==> src/hdl/swsnd_pkg.sv <==
// Shared types and constants for the sliding-window sender.
package swsnd_pkg;

    localparam int OP_W  = 2;
    localparam int IDX_W = 8;
    localparam int SEQ_W = 5;
    localparam int WS_W  = 6;
    localparam int CNT_W = 9;
    localparam int CFG_W = 9;

    localparam int RESULT_LIMIT = 32;
    localparam int INDEX_LIMIT  = 256;

    localparam logic [OP_W-1:0] OP_START   = 2'd0;
    localparam logic [OP_W-1:0] OP_ACK     = 2'd1;
    localparam logic [OP_W-1:0] OP_NACK    = 2'd2;
    localparam logic [OP_W-1:0] OP_TIMEOUT = 2'd3;

    localparam logic CFG_WINDOW = 1'b0;
    localparam logic CFG_COUNT  = 1'b1;

    localparam logic KIND_SEND = 1'b0;
    localparam logic KIND_DONE = 1'b1;

    localparam int MARK_ACKED = 0;
    localparam int MARK_SENT  = 1;
    localparam int MARK_W     = 2;

    typedef struct packed {
        logic capture;
        logic lookup;
        logic ack_write;
        logic check_init;
        logic check_run;
        logic advance;
        logic complete;
        logic mod_init;
        logic mod_run;
        logic send_init;
        logic send_run;
        logic flush;
    } swsnd_cmd_t;

    typedef struct packed {
        logic            finished;
        logic            in_range;
        logic [OP_W-1:0] op;
        logic            is_base;
        logic            hit_acked;
        logic            in_window;
        logic            scan_done;
        logic            all_acked;
        logic            mod_done;
    } swsnd_status_t;

endpackage

==> src/hdl/swsnd_ctrl.sv <==
// Controller state machine for the sliding-window sender.
module swsnd_ctrl (
    input  logic                           clk,
    input  logic                           rst_n,
    input  logic                           start,
    input  logic [swsnd_pkg::OP_W-1:0]     op,
    input  swsnd_pkg::swsnd_status_t       status,
    output swsnd_pkg::swsnd_cmd_t          cmd,
    output logic                           busy
);

    typedef enum logic [6:0] {
        S_IDLE   = 7'b0000001,
        S_LOOKUP = 7'b0000010,
        S_DECIDE = 7'b0000100,
        S_CHECK  = 7'b0001000,
        S_PREP   = 7'b0010000,
        S_MOD    = 7'b0100000,
        S_SEND   = 7'b1000000
    } state_t;

    state_t state_reg;
    state_t state_next;

    always_comb
    begin
        cmd        = '0;
        state_next = state_reg;
        case (state_reg)
            S_IDLE:
            begin
                if (start)
                begin
                    cmd.capture = 1'b1;
                    if (!status.finished)
                    begin
                        case (op)
                            swsnd_pkg::OP_START:
                            begin
                                state_next = S_PREP;
                            end
                            swsnd_pkg::OP_ACK, swsnd_pkg::OP_TIMEOUT:
                            begin
                                if (status.in_range)
                                begin
                                    state_next = S_LOOKUP;
                                end
                            end
                            swsnd_pkg::OP_NACK:
                            begin
                                state_next = S_IDLE;
                            end
                            default:
                            begin
                                state_next = S_IDLE;
                            end
                        endcase
                    end
                end
            end
            S_LOOKUP:
            begin
                cmd.lookup = 1'b1;
                state_next = S_DECIDE;
            end
            S_DECIDE:
            begin
                if (status.op == swsnd_pkg::OP_ACK)
                begin
                    cmd.ack_write = 1'b1;
                    if (status.is_base)
                    begin
                        cmd.check_init = 1'b1;
                        state_next     = S_CHECK;
                    end
                    else
                    begin
                        state_next = S_IDLE;
                    end
                end
                else if (!status.hit_acked && status.in_window)
                begin
                    state_next = S_PREP;
                end
                else
                begin
                    state_next = S_IDLE;
                end
            end
            S_CHECK:
            begin
                cmd.check_run = 1'b1;
                if (status.scan_done)
                begin
                    if (status.all_acked)
                    begin
                        cmd.complete = 1'b1;
                        state_next   = S_IDLE;
                    end
                    else
                    begin
                        cmd.advance = 1'b1;
                        state_next  = S_PREP;
                    end
                end
            end
            S_PREP:
            begin
                cmd.mod_init = 1'b1;
                state_next   = S_MOD;
            end
            S_MOD:
            begin
                if (status.mod_done)
                begin
                    cmd.send_init = 1'b1;
                    state_next    = S_SEND;
                end
                else
                begin
                    cmd.mod_run = 1'b1;
                end
            end
            S_SEND:
            begin
                cmd.send_run = 1'b1;
                if (status.scan_done)
                begin
                    cmd.flush  = 1'b1;
                    state_next = S_IDLE;
                end
            end
            default:
            begin
                state_next = S_IDLE;
            end
        endcase
    end

    always_ff @(posedge clk or negedge rst_n)
    begin
        if (!rst_n)
        begin
            state_reg <= S_IDLE;
        end
        else
        begin
            state_reg <= state_next;
        end
    end

    assign busy = (state_reg != S_IDLE);

endmodule

==> config.mk <==
export PLATFORM = sky130hd
export DESIGN_NAME = swsnd_ctrl
export DESIGN_NICKNAME = d
export VERILOG_FILES = /design/src/hdl/swsnd_pkg.sv /design/src/hdl/swsnd_ctrl.sv
export SDC_FILE = /design/constraint.sdc
export NUM_CORES = 1
export LEC_CHECK = 0
export BUFFER_PORTS_ARGS = -buffer_cell sky130_fd_sc_hd__buf_2
export CAP_MARGIN = 20
export CORE_MARGIN = 4
export CORE_UTILIZATION = 36
export CTS_CLUSTER_SIZE = 40
export DETAILED_ROUTE_END_ITERATION = 6
export PLACE_DENSITY = 0.77
export SLEW_MARGIN = 0
export SYNTH_ARGS = -nofsm -noshare
export SYNTH_HDL_FRONTEND = slang
export SYNTH_SLANG_ARGS = --single-unit
==> constraint.sdc <==
create_clock -name clk -period 2 [get_ports clk]
set_input_delay 0.4 -clock clk [delete_from_list [all_inputs] [get_ports clk]]
set_output_delay 0.4 -clock clk [all_outputs]
set_load 0.03 [all_outputs]
==> metrics.md <==
| Metric | Value |
|---|---|
| Largest register FFs | 7 |
| R2R cell count | 7 |
| Worst r2r src | state_reg[4]$_DFFE_PN0P_ |
| Worst min path class | in2reg |
| Pwr dens | 1150 mW/mm^2 |
| Synth warnings | 0 |
| Flop2flop setup slack | 70 ps |
| ANT cells | 0 |
| Unrepaired setup endpoints after global routing | yes |
| Drt drc | 0 |
| Initial antenna violation count | 0 |
| Port Buffer Count | 27 |
| Largest cells by area after synthesis | dfrtp_1 (27%), nor2_1 (5.4%), dfstp_2 (4.7%) |
| Sequential-to-total area share from yosys stat | 0.317 |
| Final WL | 2010 um |
| Period utilization | 1.10 |
| Drt pass-1 iters | 4 |
| Post-route clock skew | 2.27 ps |
| Root Driver | clkbuf_4 |
| Worst skew pair latency | 250 ps |
| Worst Path Buf+Inv | 1 |
| Die area | 0.00224 mm^2 |
| Syn Nets | 77 |
| Pleak | 0.523 nW |
| Mapped Area | 557 um^2 |
| Final WS setup | -190 ps |
| Post-synth EDFFs | 0 |
| Worst path cell trace | or4_4 > nor4b_4 > and2_2 > buf_4 |
| Max stage delay on crit path | 570 ps |
| Endpoints failing hold | 0 |
| Slowest CP cell | or4_4 |
| Fin crit period | 2190 ps |
| Crit path required time | 1600 ps |
| Via-to-Cell Ratio | 5.56 |
| GR Util met2 | 0.307 |
| Worst slew pin tran | 317 ps |
| Crit path to | cmd[11] |
| Area after DPL | 791 um^2 |
| Number of global-route vias before repair | 675 |
| Status | finished, violations left |
| Via count | 701 |
| Synth-to-Final Area Change | 76.0% |
| Placer's final routability congestion estimate | 0.818 |
| Final setup violation count | 3 |
| Die W | 47.3 um |
| Max-Slew Margin vs Limit | 0.788 |
| H-tree levels | 1 |
| Row count | 13 |
| Post-synthesis async set-or-reset flop share | 1.00 |
| Worst setup SP type | flip-flop |
| Overflow after GRT | 0 |
| Reg2reg end | state_reg[1]$_DFFE_PN0P_ |
| Met3 GRT Util | 0.0307 |
| Met1 GRT Util | 0.226 |
| Max Slew Vio Count | 0 |
| Layout cell share with drive strength beyond 1 | 0.595 |
| Post-layout util | 0.709 |
| Core area | 0.00138 mm^2 |
| Worst setup EP type | output port |
| Synth Flop Type | dfrtp_1 |
| Fmax | 457 MHz |
| Tot Pwr | 1.13 mW |
| Hold_ws | 428 ps |
| Initial core utilization | 0.403 |
| Syn Area/Cell | 8.98 um^2 |
| Post-synth cell types | 34 |
| Antenna viol nets, final | 0 |
| Layout Nets | 127 |
| Failing checks | setup timing |
| All-Layer GR Usage | 0.186 |
| I/O Pins | 28 |
| DR WL/cell | 15.9 um |
| Yosys top cell area share | 0.270 |
| Crit. Startpoint | state_reg[4]$_DFFE_PN0P_ |
| Clock Path Buffers | 2 |
| First-pass GRT wire length | 2930 um |
| Cell accounting for the most synthesized area | dfrtp_1 |
| Clk pin slew, worst setup/hold paths | 60 ps |
| GR peak layer | met2 |
| Critical Path Fanout Max | 3 |
| Yosys reg bits | 7 |
| Cell area after layout | 980 um^2 |
| Post-DP HPWL | 1400 um |
| Clk sinks | 7 |
| Critical path data arrival time | 1790 ps |
| Critical path type | reg2out |
| Drt initial violations | 13 |
| Die H | 47.3 um |
| Total CTS buffers | 3 |
| Largest net degree at the start of global routing | 9 |
| CTS tree | built |
| Most frequent cells in the layout | buf_2 (19), buf_4 (19), nor2_1 (6), dfrtp_1 (6) |
| Max-cap violations | 0 |
| Crit. path cell count | 4 |
| Syn Inst Count | 62 |
| VDD IR max | 0.00134 V |
| Crit path max-delay family | simple AND/OR/NAND/NOR gates |
| Fillers | 97 |
[layout make-up]
type | count | area, um^2 | share of cell area
Multi-Input combinational cell | 50 | 423 | 0.432
Timing Repair Buffer | 46 | 319 | 0.326
Sequential cell | 7 | 176 | 0.180
Clock buffer | 3 | 22.5 | 0.0230
Tap cell | 15 | 18.8 | 0.0192
Inverter | 4 | 15.0 | 0.0153
Clock inverter | 1 | 5.00 | 0.00511
[through the flow]
step / setup TNS, ps / worst slack (ps) / cells
after floorplan: -13.9 / -13.9 / 62
after global routing: -778 / -274 / 126
after detailed placement: 0 / 29.0 / 112
after CTS: -447 / -188 / 123
final: -446 / -190 / 126
after global placement: 0 / 59.7 / 112
[synth_stat cells, types with 2 or more instances]
master    number
a21o_1         3
nor3_1         2
and3_1         2
nand2b_1       2
inv_1          4
dfrtp_1        6
and4b_1        2
and2_1         3
nor4b_1        2
nor2_1         8
xnor2_1        2
nand4b_1       2
nand3b_1       3
[kinds of logic (layout without fill, tap and decap cells)]
kind of cell | count (synthesis) | count (layout) | share of synthesized area
and+or+nand+nor | 35 | 35 | 0.434
DFF | 7 | 7 | 0.317
buffers and inverters | 5 | 54 | 0.0337
xor gates and xnor gates | 3 | 3 | 0.0472
AOI/OAI and AO/OA | 12 | 12 | 0.169
[layer usage]
layer / part of all wire / wire length (um)
met5: 0 / 0
met4: 0.027 / 55
met3: 0.042 / 85
met2: 0.54 / 1080
met1: 0.39 / 788
[worst min path at each step]
stage                                           to  cells after the start  slack (ps)      start
after global placement    state_reg[3]$_DFFE_PN0P_                      1         240      rst_n
after CTS                 state_reg[3]$_DFFE_PN0P_                      2         410  status[2]
final                     state_reg[3]$_DFFE_PN0P_                      2         430  status[2]
after global routing      state_reg[3]$_DFFE_PN0P_                      2         430  status[2]
after detailed placement  state_reg[6]$_DFFE_PN0P_                      1         250      rst_n
after floorplan           state_reg[1]$_DFFE_PN0P_                      0         100      rst_n
[where the power goes]
group | total, mW | internal, mW | switching (mW)
clock | 0.129 | 0.0732 | 0.0556
combinational | 0.782 | 0.414 | 0.368
sequential | 0.217 | 0.184 | 0.0333
total | 1.13 | 0.671 | 0.457
[timing repair]
item | 4_1_cts | 5_1_grt
setup endpoints to repair | 10 | 10
pin swaps | 2 | 5
resized for setup | 9 | 15
hold buffers | 1 | 0
endpoints found under the hold margin | 6 | 0
buffers inserted | 6 | 3
Power figures use the tool's default switching activity.
