$ cat config.mk
export PLATFORM = sky130hd
export DESIGN_NAME = swsnd_datapath
export DESIGN_NICKNAME = d
export VERILOG_FILES = /design/src/hdl/swsnd_pkg.sv /design/src/hdl/swsnd_ram.sv /design/src/hdl/swsnd_datapath.sv
export SDC_FILE = /design/constraint.sdc
export NUM_CORES = 1
export LEC_CHECK = 0
export ABC_AREA = 0
export ABC_CLOCK_PERIOD_IN_PS = 6660
export BUFFER_PORTS_ARGS = -buffer_cell sky130_fd_sc_hd__buf_4
export CAP_MARGIN = 20
export CORE_MARGIN = 3
export CORE_UTILIZATION = 30
export DETAILED_ROUTE_END_ITERATION = 8
export PLACE_DENSITY = 0.46
export SYNTH_ARGS = -nofsm -noshare
export SYNTH_HDL_FRONTEND = slang
export SYNTH_SLANG_ARGS = --single-unit
$ cat constraint.sdc
create_clock -name clk -period 6.66 [get_ports clk]
set_input_delay 0.333 -clock clk [delete_from_list [all_inputs] [get_ports clk]]
set_output_delay 0.333 -clock clk [all_outputs]
set_load 0.1 [all_outputs]
$ cat src/hdl/swsnd_pkg.sv
// Shared types and constants for the sliding-window sender.
package swsnd_pkg;

    localparam int OP_W  = 2;
    localparam int IDX_W = 8;
    localparam int SEQ_W = 5;
    localparam int WS_W  = 6;
    localparam int CNT_W = 9;
    localparam int CFG_W = 9;

    localparam int RESULT_LIMIT = 32;
    localparam int INDEX_LIMIT  = 256;

    localparam logic [OP_W-1:0] OP_START   = 2'd0;
    localparam logic [OP_W-1:0] OP_ACK     = 2'd1;
    localparam logic [OP_W-1:0] OP_NACK    = 2'd2;
    localparam logic [OP_W-1:0] OP_TIMEOUT = 2'd3;

    localparam logic CFG_WINDOW = 1'b0;
    localparam logic CFG_COUNT  = 1'b1;

    localparam logic KIND_SEND = 1'b0;
    localparam logic KIND_DONE = 1'b1;

    localparam int MARK_ACKED = 0;
    localparam int MARK_SENT  = 1;
    localparam int MARK_W     = 2;

    typedef struct packed {
        logic capture;
        logic lookup;
        logic ack_write;
        logic check_init;
        logic check_run;
        logic advance;
        logic complete;
        logic mod_init;
        logic mod_run;
        logic send_init;
        logic send_run;
        logic flush;
    } swsnd_cmd_t;

    typedef struct packed {
        logic            finished;
        logic            in_range;
        logic [OP_W-1:0] op;
        logic            is_base;
        logic            hit_acked;
        logic            in_window;
        logic            scan_done;
        logic            all_acked;
        logic            mod_done;
    } swsnd_status_t;

endpackage

$ cat src/hdl/swsnd_ram.sv
// Generic single-write, single-read RAM with registered read data.
module swsnd_ram #(
    parameter int WIDTH = 2,
    parameter int DEPTH = 256
) (
    input  logic                     clk,
    input  logic                     we,
    input  logic [$clog2(DEPTH)-1:0] waddr,
    input  logic [WIDTH-1:0]         wdata,
    input  logic [$clog2(DEPTH)-1:0] raddr,
    output logic [WIDTH-1:0]         rdata
);

    logic [WIDTH-1:0] mem [DEPTH];
    logic [WIDTH-1:0] rdata_reg;

    always_ff @(posedge clk)
    begin
        if (we)
        begin
            mem[waddr] <= wdata;
        end
        rdata_reg <= mem[raddr];
    end

    assign rdata = rdata_reg;

endmodule

$ cat src/hdl/swsnd_datapath.sv
// Datapath of the sliding-window sender: marks memory, window scan and result register.
module swsnd_datapath #(
    parameter int DEPTH   = 256,
    parameter int WIN_MAX = 32
) (
    input  logic                            clk,
    input  logic                            rst_n,
    input  logic                            cfg_we,
    input  logic                            cfg_index,
    input  logic [swsnd_pkg::CFG_W-1:0]     cfg_data,
    input  logic [swsnd_pkg::OP_W-1:0]      op,
    input  logic [swsnd_pkg::IDX_W-1:0]     entry_index,
    input  swsnd_pkg::swsnd_cmd_t           cmd,
    output swsnd_pkg::swsnd_status_t        status,
    output logic                            result_strobe,
    output logic                            kind,
    output logic [swsnd_pkg::IDX_W-1:0]     frame_index,
    output logic [swsnd_pkg::SEQ_W-1:0]     seq_num,
    output logic                            last
);

    localparam int IW = $clog2(DEPTH);
    localparam int CW = $clog2(DEPTH + 1);
    localparam int SW = ((IW > swsnd_pkg::WS_W) ? IW : swsnd_pkg::WS_W) + 1;

    logic [swsnd_pkg::WS_W-1:0]  window_size_reg;
    logic [swsnd_pkg::CNT_W-1:0] message_count_reg;
    logic [swsnd_pkg::OP_W-1:0]  op_reg;
    logic [IW-1:0]               idx_reg;
    logic [IW-1:0]               base_reg;
    logic                        finished_reg;
    logic [SW-1:0]               ptr_reg;
    logic [swsnd_pkg::SEQ_W-1:0] seq_reg;
    logic                        rd_vld_reg;
    logic [IW-1:0]               chk_idx_reg;
    logic [swsnd_pkg::SEQ_W-1:0] chk_seq_reg;
    logic                        fail_reg;
    logic [swsnd_pkg::SEQ_W-1:0] rem_reg;
    logic [IW-1:0]               mod_sh_reg;
    logic [CW-1:0]               mod_cnt_reg;
    logic                        pend_vld_reg;
    logic [IW-1:0]               pend_idx_reg;
    logic [swsnd_pkg::SEQ_W-1:0] pend_seq_reg;
    logic                        strobe_reg;
    logic                        kind_reg;
    logic [swsnd_pkg::IDX_W-1:0] frame_reg;
    logic [swsnd_pkg::SEQ_W-1:0] seq_out_reg;
    logic                        last_reg;
    logic [DEPTH-1:0]            valid_reg;
    logic                        valid_q_reg;

    logic [swsnd_pkg::WS_W-1:0]   ws_eff;
    logic [CW-1:0]                cnt_eff;
    logic [SW-1:0]                base_ext;
    logic [SW-1:0]                cnt_ext;
    logic [SW-1:0]                idx_ext;
    logic [SW-1:0]                base_plus;
    logic [SW-1:0]                win_end;
    logic [SW-1:0]                scan_end;
    logic [SW-1:0]                idx_p1;
    logic [SW-1:0]                cnt_m1;
    logic                         scanning;
    logic                         issue;
    logic                         push;
    logic                         out_fire;
    logic [swsnd_pkg::MARK_W-1:0] ram_rdata;
    logic [swsnd_pkg::MARK_W-1:0] rd_mark;
    logic [swsnd_pkg::MARK_W-1:0] ram_wdata;
    logic                         ram_we;
    logic [IW-1:0]                ram_waddr;
    logic [IW-1:0]                ram_raddr;
    logic [swsnd_pkg::SEQ_W-1:0]  seq_inc;
    logic [swsnd_pkg::WS_W-1:0]   mod_t;
    logic [swsnd_pkg::WS_W-1:0]   mod_diff;
    logic [swsnd_pkg::SEQ_W-1:0]  rem_step;

    always_comb
    begin
        if (window_size_reg == '0)
        begin
            ws_eff = swsnd_pkg::WS_W'(1);
        end
        else if (window_size_reg > swsnd_pkg::WS_W'(WIN_MAX))
        begin
            ws_eff = swsnd_pkg::WS_W'(WIN_MAX);
        end
        else
        begin
            ws_eff = window_size_reg;
        end

        if (message_count_reg == '0)
        begin
            cnt_eff = CW'(1);
        end
        else if (message_count_reg > swsnd_pkg::CNT_W'(DEPTH))
        begin
            cnt_eff = CW'(DEPTH);
        end
        else
        begin
            cnt_eff = CW'(message_count_reg);
        end
    end

    assign base_ext  = SW'(base_reg);
    assign cnt_ext   = SW'(cnt_eff);
    assign idx_ext   = SW'(idx_reg);
    assign base_plus = base_ext + SW'(ws_eff);
    assign win_end   = (base_plus < cnt_ext) ? base_plus : cnt_ext;
    assign scan_end  = cmd.check_run ? cnt_ext : win_end;
    assign idx_p1    = idx_ext + SW'(1);
    assign cnt_m1    = cnt_ext - SW'(1);

    assign rd_mark  = valid_q_reg ? ram_rdata : '0;
    assign scanning = cmd.check_run || cmd.send_run;
    assign issue    = scanning && (ptr_reg < scan_end) && !(cmd.check_run && fail_reg);
    assign push     = cmd.send_run && rd_vld_reg
                      && ((op_reg == swsnd_pkg::OP_TIMEOUT) || !rd_mark[swsnd_pkg::MARK_SENT]);
    assign out_fire = ((push || cmd.flush) && pend_vld_reg) || cmd.complete;

    assign seq_inc = ((swsnd_pkg::WS_W'(seq_reg) + swsnd_pkg::WS_W'(1)) == ws_eff)
                     ? '0 : seq_reg + swsnd_pkg::SEQ_W'(1);

    assign mod_t    = {rem_reg, mod_sh_reg[IW-1]};
    assign mod_diff = mod_t - ws_eff;
    assign rem_step = (mod_t >= ws_eff) ? swsnd_pkg::SEQ_W'(mod_diff)
                                        : swsnd_pkg::SEQ_W'(mod_t);

    always_comb
    begin
        ram_we    = cmd.ack_write || push;
        ram_waddr = cmd.ack_write ? idx_reg : chk_idx_reg;
        ram_wdata = '0;
        if (cmd.ack_write)
        begin
            ram_wdata[swsnd_pkg::MARK_SENT]  = rd_mark[swsnd_pkg::MARK_SENT];
            ram_wdata[swsnd_pkg::MARK_ACKED] = 1'b1;
        end
        else
        begin
            ram_wdata[swsnd_pkg::MARK_SENT]  = 1'b1;
            ram_wdata[swsnd_pkg::MARK_ACKED] = 1'b0;
        end
        ram_raddr = cmd.lookup ? idx_reg : ptr_reg[IW-1:0];
    end

    swsnd_ram #(
        .WIDTH (swsnd_pkg::MARK_W),
        .DEPTH (DEPTH)
    ) u_marks (
        .clk   (clk),
        .we    (ram_we),
        .waddr (ram_waddr),
        .wdata (ram_wdata),
        .raddr (ram_raddr),
        .rdata (ram_rdata)
    );

    always_comb
    begin
        status.finished  = finished_reg;
        status.in_range  = swsnd_pkg::CNT_W'(entry_index) < swsnd_pkg::CNT_W'(cnt_eff);
        status.op        = op_reg;
        status.is_base   = (idx_reg == base_reg);
        status.hit_acked = rd_mark[swsnd_pkg::MARK_ACKED];
        status.in_window = (idx_ext >= base_ext) && (idx_ext < base_plus);
        status.scan_done = !issue && !rd_vld_reg;
        status.all_acked = !fail_reg;
        status.mod_done  = (mod_cnt_reg == '0);
    end

    always_ff @(posedge clk or negedge rst_n)
    begin
        if (!rst_n)
        begin
            window_size_reg   <= swsnd_pkg::WS_W'(4);
            message_count_reg <= swsnd_pkg::CNT_W'(1);
            base_reg          <= '0;
            finished_reg      <= 1'b0;
            rd_vld_reg        <= 1'b0;
            fail_reg          <= 1'b0;
            mod_cnt_reg       <= '0;
            pend_vld_reg      <= 1'b0;
            strobe_reg        <= 1'b0;
            valid_reg         <= '0;
            valid_q_reg       <= 1'b0;
        end
        else
        begin
            if (cfg_we)
            begin
                if (cfg_index == swsnd_pkg::CFG_WINDOW)
                begin
                    window_size_reg <= cfg_data[swsnd_pkg::WS_W-1:0];
                end
                else if (cfg_index == swsnd_pkg::CFG_COUNT)
                begin
                    message_count_reg <= cfg_data[swsnd_pkg::CNT_W-1:0];
                end
            end

            if (cmd.advance)
            begin
                base_reg <= (idx_p1 < cnt_ext) ? IW'(idx_p1) : IW'(cnt_m1);
            end

            if (cmd.complete)
            begin
                finished_reg <= 1'b1;
            end

            if (cmd.check_init || cmd.send_init)
            begin
                rd_vld_reg <= 1'b0;
            end
            else
            begin
                rd_vld_reg <= issue;
            end

            if (cmd.check_init)
            begin
                fail_reg <= 1'b0;
            end
            else if (cmd.check_run && rd_vld_reg && !rd_mark[swsnd_pkg::MARK_ACKED])
            begin
                fail_reg <= 1'b1;
            end

            if (cmd.mod_init)
            begin
                mod_cnt_reg <= CW'(IW);
            end
            else if (cmd.mod_run)
            begin
                mod_cnt_reg <= mod_cnt_reg - CW'(1);
            end

            if (push)
            begin
                pend_vld_reg <= 1'b1;
            end
            else if (cmd.flush)
            begin
                pend_vld_reg <= 1'b0;
            end

            strobe_reg <= out_fire;

            if (ram_we)
            begin
                valid_reg[ram_waddr] <= 1'b1;
            end
            valid_q_reg <= valid_reg[ram_raddr];
        end
    end

    always_ff @(posedge clk)
    begin
        if (cmd.capture)
        begin
            op_reg  <= op;
            idx_reg <= entry_index[IW-1:0];
        end

        if (cmd.check_init)
        begin
            ptr_reg <= '0;
        end
        else if (cmd.send_init)
        begin
            ptr_reg <= base_ext;
            seq_reg <= rem_reg;
        end
        else if (issue)
        begin
            ptr_reg     <= ptr_reg + SW'(1);
            seq_reg     <= seq_inc;
            chk_idx_reg <= ptr_reg[IW-1:0];
            chk_seq_reg <= seq_reg;
        end

        if (cmd.mod_init)
        begin
            rem_reg    <= '0;
            mod_sh_reg <= base_reg;
        end
        else if (cmd.mod_run)
        begin
            rem_reg    <= rem_step;
            mod_sh_reg <= mod_sh_reg << 1;
        end

        if (push)
        begin
            pend_idx_reg <= chk_idx_reg;
            pend_seq_reg <= chk_seq_reg;
        end

        if (cmd.complete)
        begin
            kind_reg    <= swsnd_pkg::KIND_DONE;
            frame_reg   <= '0;
            seq_out_reg <= '0;
            last_reg    <= 1'b1;
        end
        else
        begin
            kind_reg    <= swsnd_pkg::KIND_SEND;
            frame_reg   <= swsnd_pkg::IDX_W'(pend_idx_reg);
            seq_out_reg <= pend_seq_reg;
            last_reg    <= cmd.flush;
        end
    end

    assign result_strobe = strobe_reg;
    assign kind          = kind_reg;
    assign frame_index   = frame_reg;
    assign seq_num       = seq_out_reg;
    assign last          = last_reg;

`ifndef SYNTH
    // A new item never finds a frame still held back from the previous one.
    assert property (@(posedge clk) disable iff (!rst_n) cmd.capture |-> !pend_vld_reg)
        else $error("pending frame left over at item capture");

    // Completion is reported in the same cycle as the finished flag rises.
    assert property (@(posedge clk) disable iff (!rst_n)
        $rose(finished_reg) |-> (strobe_reg && kind_reg == swsnd_pkg::KIND_DONE && last_reg))
        else $error("finished set without a completion result");

    // Frames are only ever sent from inside the current window.
    assert property (@(posedge clk) disable iff (!rst_n)
        (cmd.send_run && rd_vld_reg) |-> (SW'(chk_idx_reg) < win_end))
        else $error("frame outside the window");

    // Once finished, the marks are never touched again.
    assert property (@(posedge clk) disable iff (!rst_n)
        (finished_reg && $past(finished_reg)) |-> !ram_we)
        else $error("marks written after completion");
`endif

endmodule

==> impl_metrics.yaml, run 1 <==
outcome:
  outcome: "complete, no violations"
cells_and_area:
  final_cell_mix: "edfxtp_1, nand2_1, nor2_1"
  drive_above_1_share_pct: 18.3
  layout_commonest_cell: "edfxtp_1"
  syn_to_final_growth_pct: 16.1
  final_nets: 3319
  layout.cells.non_filler: 4954
  insertedDiodeCount: 0
  largest_register_ffs: 512
power:
  p_sw_share_pct: 28.6
  p_comb_share_pct: 18.6
  vdd_ir_drop_max_uv: 213
  pwr-share-clk_pct: 38.1
  power.density_mw_per_mm2: 338
  switchingPower_mw: 4.27
  internal_power_mw: 10.7
  p_leak_nw: 17.4
  p_seq_share_pct: 43.3
worst_hold_path:
  hp-class: "in -> reg"
grt:
  grt_start_max_net_pins: 196
  overflow: 0
  gr-usage-met3_pct: 2.06
  antenna_found_initial: 2
  grt_pass1_vias: 25100
  top_usage_layer: "met2"
  use_met1_pct: 23.2
  track_usage_pct: 16.4
  grt_use_met2_pct: 26.7
  grt_pass1_wl_mm: 163
logic_synthesis:
  syn_area_mm2: 0.0381
  synthAdderAreaFrac_pct: 2.17
  avgSynthCellArea_um2: 12.1
  synth_seq_cells: 886
  synth_seq_area_share_pct: 65.1
  synth_xor_area_share_pct: 0.919
  synthSimpleGateAreaFrac_pct: 16.3
  synth_fp_nets: 3260
  yosys_warnings: 0
  synth_flop_cell: "edfxtp_1"
  synth_edf_count: 561
  synth_top_family_by_area: "simple AND/OR/NAND/NOR gates"
  ys_types: 66
  synth_mux_area_share_pct: 6.31
  async_reset_ff_share_pct: 33.2
  synth_compound_area_share_pct: 6.61
  syn_inst: 3160
timing:
  clock.fmax_ghz: 0.158
  maxSlewViolCount: 0
  setup_violations: 0
  slew-limit-headroom_pct: 24.4
  fin_crit_sh_pct: 95.1
  setup_ws_ps: 328
  finalSetupTns_ps: 0
  fin_crit_ps: 6330
  tightestPinTransition_ps: 1130
  skew_ps: 24.1
  whs_ps: 105
  hold_viol_final: 0
  rsz0062_at_grt: "no"
placed_design:
  dpl.hpwl_mm: 63.9
  port_buffers: 60
  place_congestion: 0.777
  dp_slack_ps: 173
  dp.cells: 4737
critical_path:
  crit_path_end_kind: "output pin"
  crit_family: "compound AO/OA/AOI/OAI gates"
  critPathSlowestCell: "dfstp_2"
  cp_num_buf_inv: 2
  cp_common_cell: "a21o_1"
  cp-start-kind: "flop"
  critPathKind: "reg -> out"
  arrival_ps: 6000
  cpPeakStageDelay_ps: 560
  cp.required_ps: 6330
  cp_max_fo: 13
clock_network:
  cts_tree: "built"
  clock_sinks: 886
  path_clk_slew_ps: 50
  clkLatencyLatePin_ps: 680
  clock_path_buffers: 3
  cts-root-buf: "clkbuf_16"
  cts_buffers: 98
  htree_levels: 3
die:
  fp-row-count: 130
  coreArea_mm2: 0.126
  io-pin-count: 61
  dieArea_mm2: 0.131
  start_util_pct: 30.3
  die_w_um: 362
  die_h_um: 362
detailed_routing:
  routed_wl_mm: 109
  vias: 24500
  drt_iter0_markers: 1857
  antenna_left: 0
  routed_via_density: 4.94
  drt_pass1_iterations: 5
  wl_per_cell_um: 22.0
  drc_errors: 0
run:
  cap_viol_max_count: 0
## worst register-to-register path, delay by kind of cell (launching register included)
family                   cells  cell delay [ps]
multiplexers                 1              360
AND/OR/NAND/NOR              7              870
adder cells (fa/ha/maj)      4             1150
flip-flops                   1              560
buffers and inverters        2              360
XOR/XNOR                     1              110
AO/OA/AOI/OAI               11             2170
## repair_timing
action | CTS | global route
setup endpoints to repair | 1 | 1
hold endpoints to repair | 148 | 0
hold buffers | 30 | 0
resized for setup | 5 | 10
setup buffers | 1 | 1
pin swaps | 2 | 2
cloned | 0 | 0
## kinds of logic after synthesis
| group | after synthesis |
|---|---|
| and+or+nand+nor | 1340 |
| DFF | 886 |
| AOI/OAI and AO/OA | 382 |
| adders and majority gates | 65 |
| buffers and inverters | 227 |
| xor gates and xnor gates | 40 |
| muxes | 220 |
## cell type report
cell class                      instances  area [um^2]
Fill cell                           12500        81700
Sequential cell                       886        24800
Multi-Input combinational cell       2047        12500
Clock buffer                          132         2800
Tap cell                             1650         2060
Timing Repair Buffer                  137         1220
Clock inverter                         53          616
Inverter                               49          184
## synth_stat cells, types with 10 or more instances
cell,instances,share of area (%)
mux2_2,25,0.74
nor2_1,316,3.1
clkbuf_1,101,0.99
inv_1,47,0.46
a31oi_1,62,1.0
a211oi_1,12,0.24
dfxtp_1,31,1.6
nand3_1,191,2.5
nand2_1,458,4.5
a32oi_1,25,0.57
o21ai_0,38,0.50
o22ai_1,94,1.5
mux4_2,10,0.59
dfrtp_1,292,19
a2111oi_0,14,0.32
buf_2,55,0.72
nor2b_1,25,0.41
nor3_1,33,0.43
a21o_1,33,0.65
xnor2_1,25,0.57
a21oi_1,58,0.76
or2_2,262,4.3
mux2i_1,182,4.8
ha_1,63,2.1
edfxtp_1,561,44
nand2b_1,14,0.23
xor2_1,15,0.34
buf_4,11,0.22
## power by group through the flow
stage          sequential, mW  combinational (mW)  clock (mW)
6_report                 6.48                2.79        5.70
4_1_cts                  6.47                2.80        5.84
3_3_place_gp             6.58                2.74           0
2_1_floorplan            6.58                1.83           0
5_1_grt                  6.52                3.06        6.06
3_5_place_dp             6.58                2.75           0
## final timing paths
path	from	slack (ps)	endpoint	depth (start not counted)
max in group asynchronous	rst_n	5000	valid_reg[60]	3
worst min-delay path	cfg_index	100	window_size_reg[5]	4
worst min register to register	chk_seq_reg[4]	410	pend_seq_reg[4]	0
worst max register to register	window_size_reg[2]	740	seq_reg[4]	26
min in group asynchronous	rst_n	300	valid_reg[195]	2
worst max-delay path	window_size_reg[2]	330	status[2]	26
## layer usage
metal	vias to the layer above	part of all wire (%)
met5	-	0
met4	0	2.2
met3	145	3.7
met2	513	47
met1	12400	47
li1	11400	-
## per-stage QoR
step	utilization, %	area, um^2	power [mW]
final	35.1	44200	15.0
after global routing	35.1	44200	15.6
after CTS	35.1	44200	15.1
after detailed placement	32.1	40400	9.33
after global placement	32.1	40400	9.32
after floorplan	-	38100	8.40
Power figures use the tool's default switching activity.
==> run 2, diff against run 1 <==
--- a/config.mk
+++ b/config.mk
@@ -10,9 +10,9 @@
 export BUFFER_PORTS_ARGS = -buffer_cell sky130_fd_sc_hd__buf_4
 export CAP_MARGIN = 20
 export CORE_MARGIN = 3
-export CORE_UTILIZATION = 30
+export CORE_UTILIZATION = 48
 export DETAILED_ROUTE_END_ITERATION = 8
-export PLACE_DENSITY = 0.46
+export PLACE_DENSITY = 0.66
 export SYNTH_ARGS = -nofsm -noshare
 export SYNTH_HDL_FRONTEND = slang
 export SYNTH_SLANG_ARGS = --single-unit
==> run 2 against run 1 <==
Via count grew 2.2%; cell area is 2.5% lower; combinational power decreased by 3%; highest routed layer unchanged; global-route usage grew 7.3 points; first-iteration DRC count is 32% higher; final cell count fell by 13%; clock power shrank 6.7%; die area decreased by 37%.
==> impl_metrics.yaml, run 2 (synthesis results as in run 1) <==
timing:
  maxSlewViolCount: 0
  finalSetupTns_ps: 0
  fin_crit_ps: 6320
  setup_violations: 0
  clock.fmax_ghz: 0.158
  skew_ps: 25.4
  slew-limit-headroom_pct: 25.2
  fin_crit_sh_pct: 94.9
  hold_viol_final: 0
  tightestPinTransition_ps: 1120
  setup_ws_ps: 341
  whs_ps: 36.4
grt:
  grt_pass1_vias: 25600
  track_usage_pct: 23.7
  overflow: 0
  antenna_found_initial: 0
  grt_pass1_wl_mm: 151
  grt_start_max_net_pins: 213
placed_design:
  dp.cells: 4124
  port_buffers: 60
  place_congestion: 0.886
  dpl.hpwl_mm: 57.2
  dp_slack_ps: 319
  dpl-instance-area_mm2: 0.0396
die:
  fp-row-count: 102
  dieArea_mm2: 0.0828
  io-pin-count: 61
  start_util_pct: 48.8
  die_h_um: 288
  coreArea_mm2: 0.0781
  die_w_um: 288
clock_network:
  clkLatencyLatePin_ps: 640
  cts_buffers: 90
  clock_path_buffers: 3
  clock_sinks: 886
  cts-root-buf: "clkbuf_16"
  path_clk_slew_ps: 60
  htree_levels: 3
  cts_tree: "built"
power:
  power.density_mw_per_mm2: 337
  p_leak_nw: 17.2
  vdd_ir_drop_max_uv: 212
critical_path:
  cp_max_fo: 14
  reg2reg_depth: 26
  crit_path_end_kind: "output pin"
  cpPeakStageDelay_ps: 450
  critPathKind: "reg -> out"
  cp.required_ps: 6330
  cp-start-kind: "flop"
  r2r_slack_ps: 910
  cp_common_cell: "a21o_1"
  arrival_ps: 5990
  critPathSlowestCell: "dfrtp_2"
cells_and_area:
  layout.cells.non_filler: 4324
  layout_commonest_cell: "edfxtp_1"
  largest_register_ffs: 512
  multi_input_area_mm2: 0.0125
  drive_above_1_share_pct: 17.8
  final.fill_count: 6458
  final_nets: 3306
  final_cell_mix: "edfxtp_1, nand2_1, nor2_1"
  syn_to_final_growth_pct: 13.1
  final-seq-area_mm2: 0.0248
  finalInstanceArea_mm2: 0.0431
detailed_routing:
  routed_wl_mm: 97.9
  wl_per_cell_um: 22.6
  drt_pass1_iterations: 5
  antenna_left: 0
  vias: 25000
  routed_via_density: 5.78
  drt_iter0_markers: 2450
  drc_errors: 0
worst_hold_path:
  worstHoldPathCells: 2
  hp-class: "in -> reg"
outcome:
  outcome: "complete, no violations"
run:
  cap_viol_max_count: 0
==> run 2: per-stage QoR <==
stage	util (%)	power [mW]
finish	55.2	14.5
global route	55.2	15.1
CTS	55.0	14.6
detailed placement	50.7	9.23
global placement	50.7	9.15
floorplan	-	8.40
==> run 2: cell type report <==
class	instances	area share, %
flip-flops and latches	886	57.6
multi-input cells	2047	29.0
clock buffers	127	5.97
well taps	1040	3.02
repair buffers	132	2.65
clock inverters	42	1.34
inverters	49	0.427
diodes	1	0.00581
==> run 2: layer usage <==
layer  global-route usage, %  wire (um)  part of all wire [%]
met2                    38.8      46900                    48
met4                    7.93       2790                   2.8
met3                    3.56       6630                   6.8
met5                       0          0                     0
met1                    32.7      41500                    42
==> run 2: where the power goes <==
group | leakage [nW] | switching [mW] | internal (mW) | total [mW]
clock network | 1.55 | 2.11 | 3.21 | 5.32
logic | 6.37 | 1.72 | 0.999 | 2.71
registers | 9.27 | 0.232 | 6.27 | 6.50
total | 17.2 | 4.06 | 10.5 | 14.5
==> run 2: critical path, delay by kind of cell, from the launching register on <==
kind	cells	cell delay [ps]
flops	1	450
mux	1	340
simple gates	8	1260
xor+xnor	1	170
buf+inv	3	490
fa+ha+maj	4	930
compound gates	10	1690
==> run 2: what timing repair did <==
item	4_1_cts	5_1_grt
hold buffers	24	0
endpoints found under the setup margin	1	1
endpoints found under the hold margin	144	0
gates resized for setup	4	17
setup buffers	1	2
pin swaps	1	4
==> run 2: final timing paths <==
kind                                         start               to
worst max-delay path            window_size_reg[1]        status[2]
min in group asynchronous                    rst_n    valid_reg[54]
max in group asynchronous                    rst_n   valid_reg[149]
worst max register to register  window_size_reg[1]       seq_reg[4]
worst min-delay path                        cmd[3]   mod_cnt_reg[1]
worst min register to register      chk_seq_reg[4]  pend_seq_reg[4]
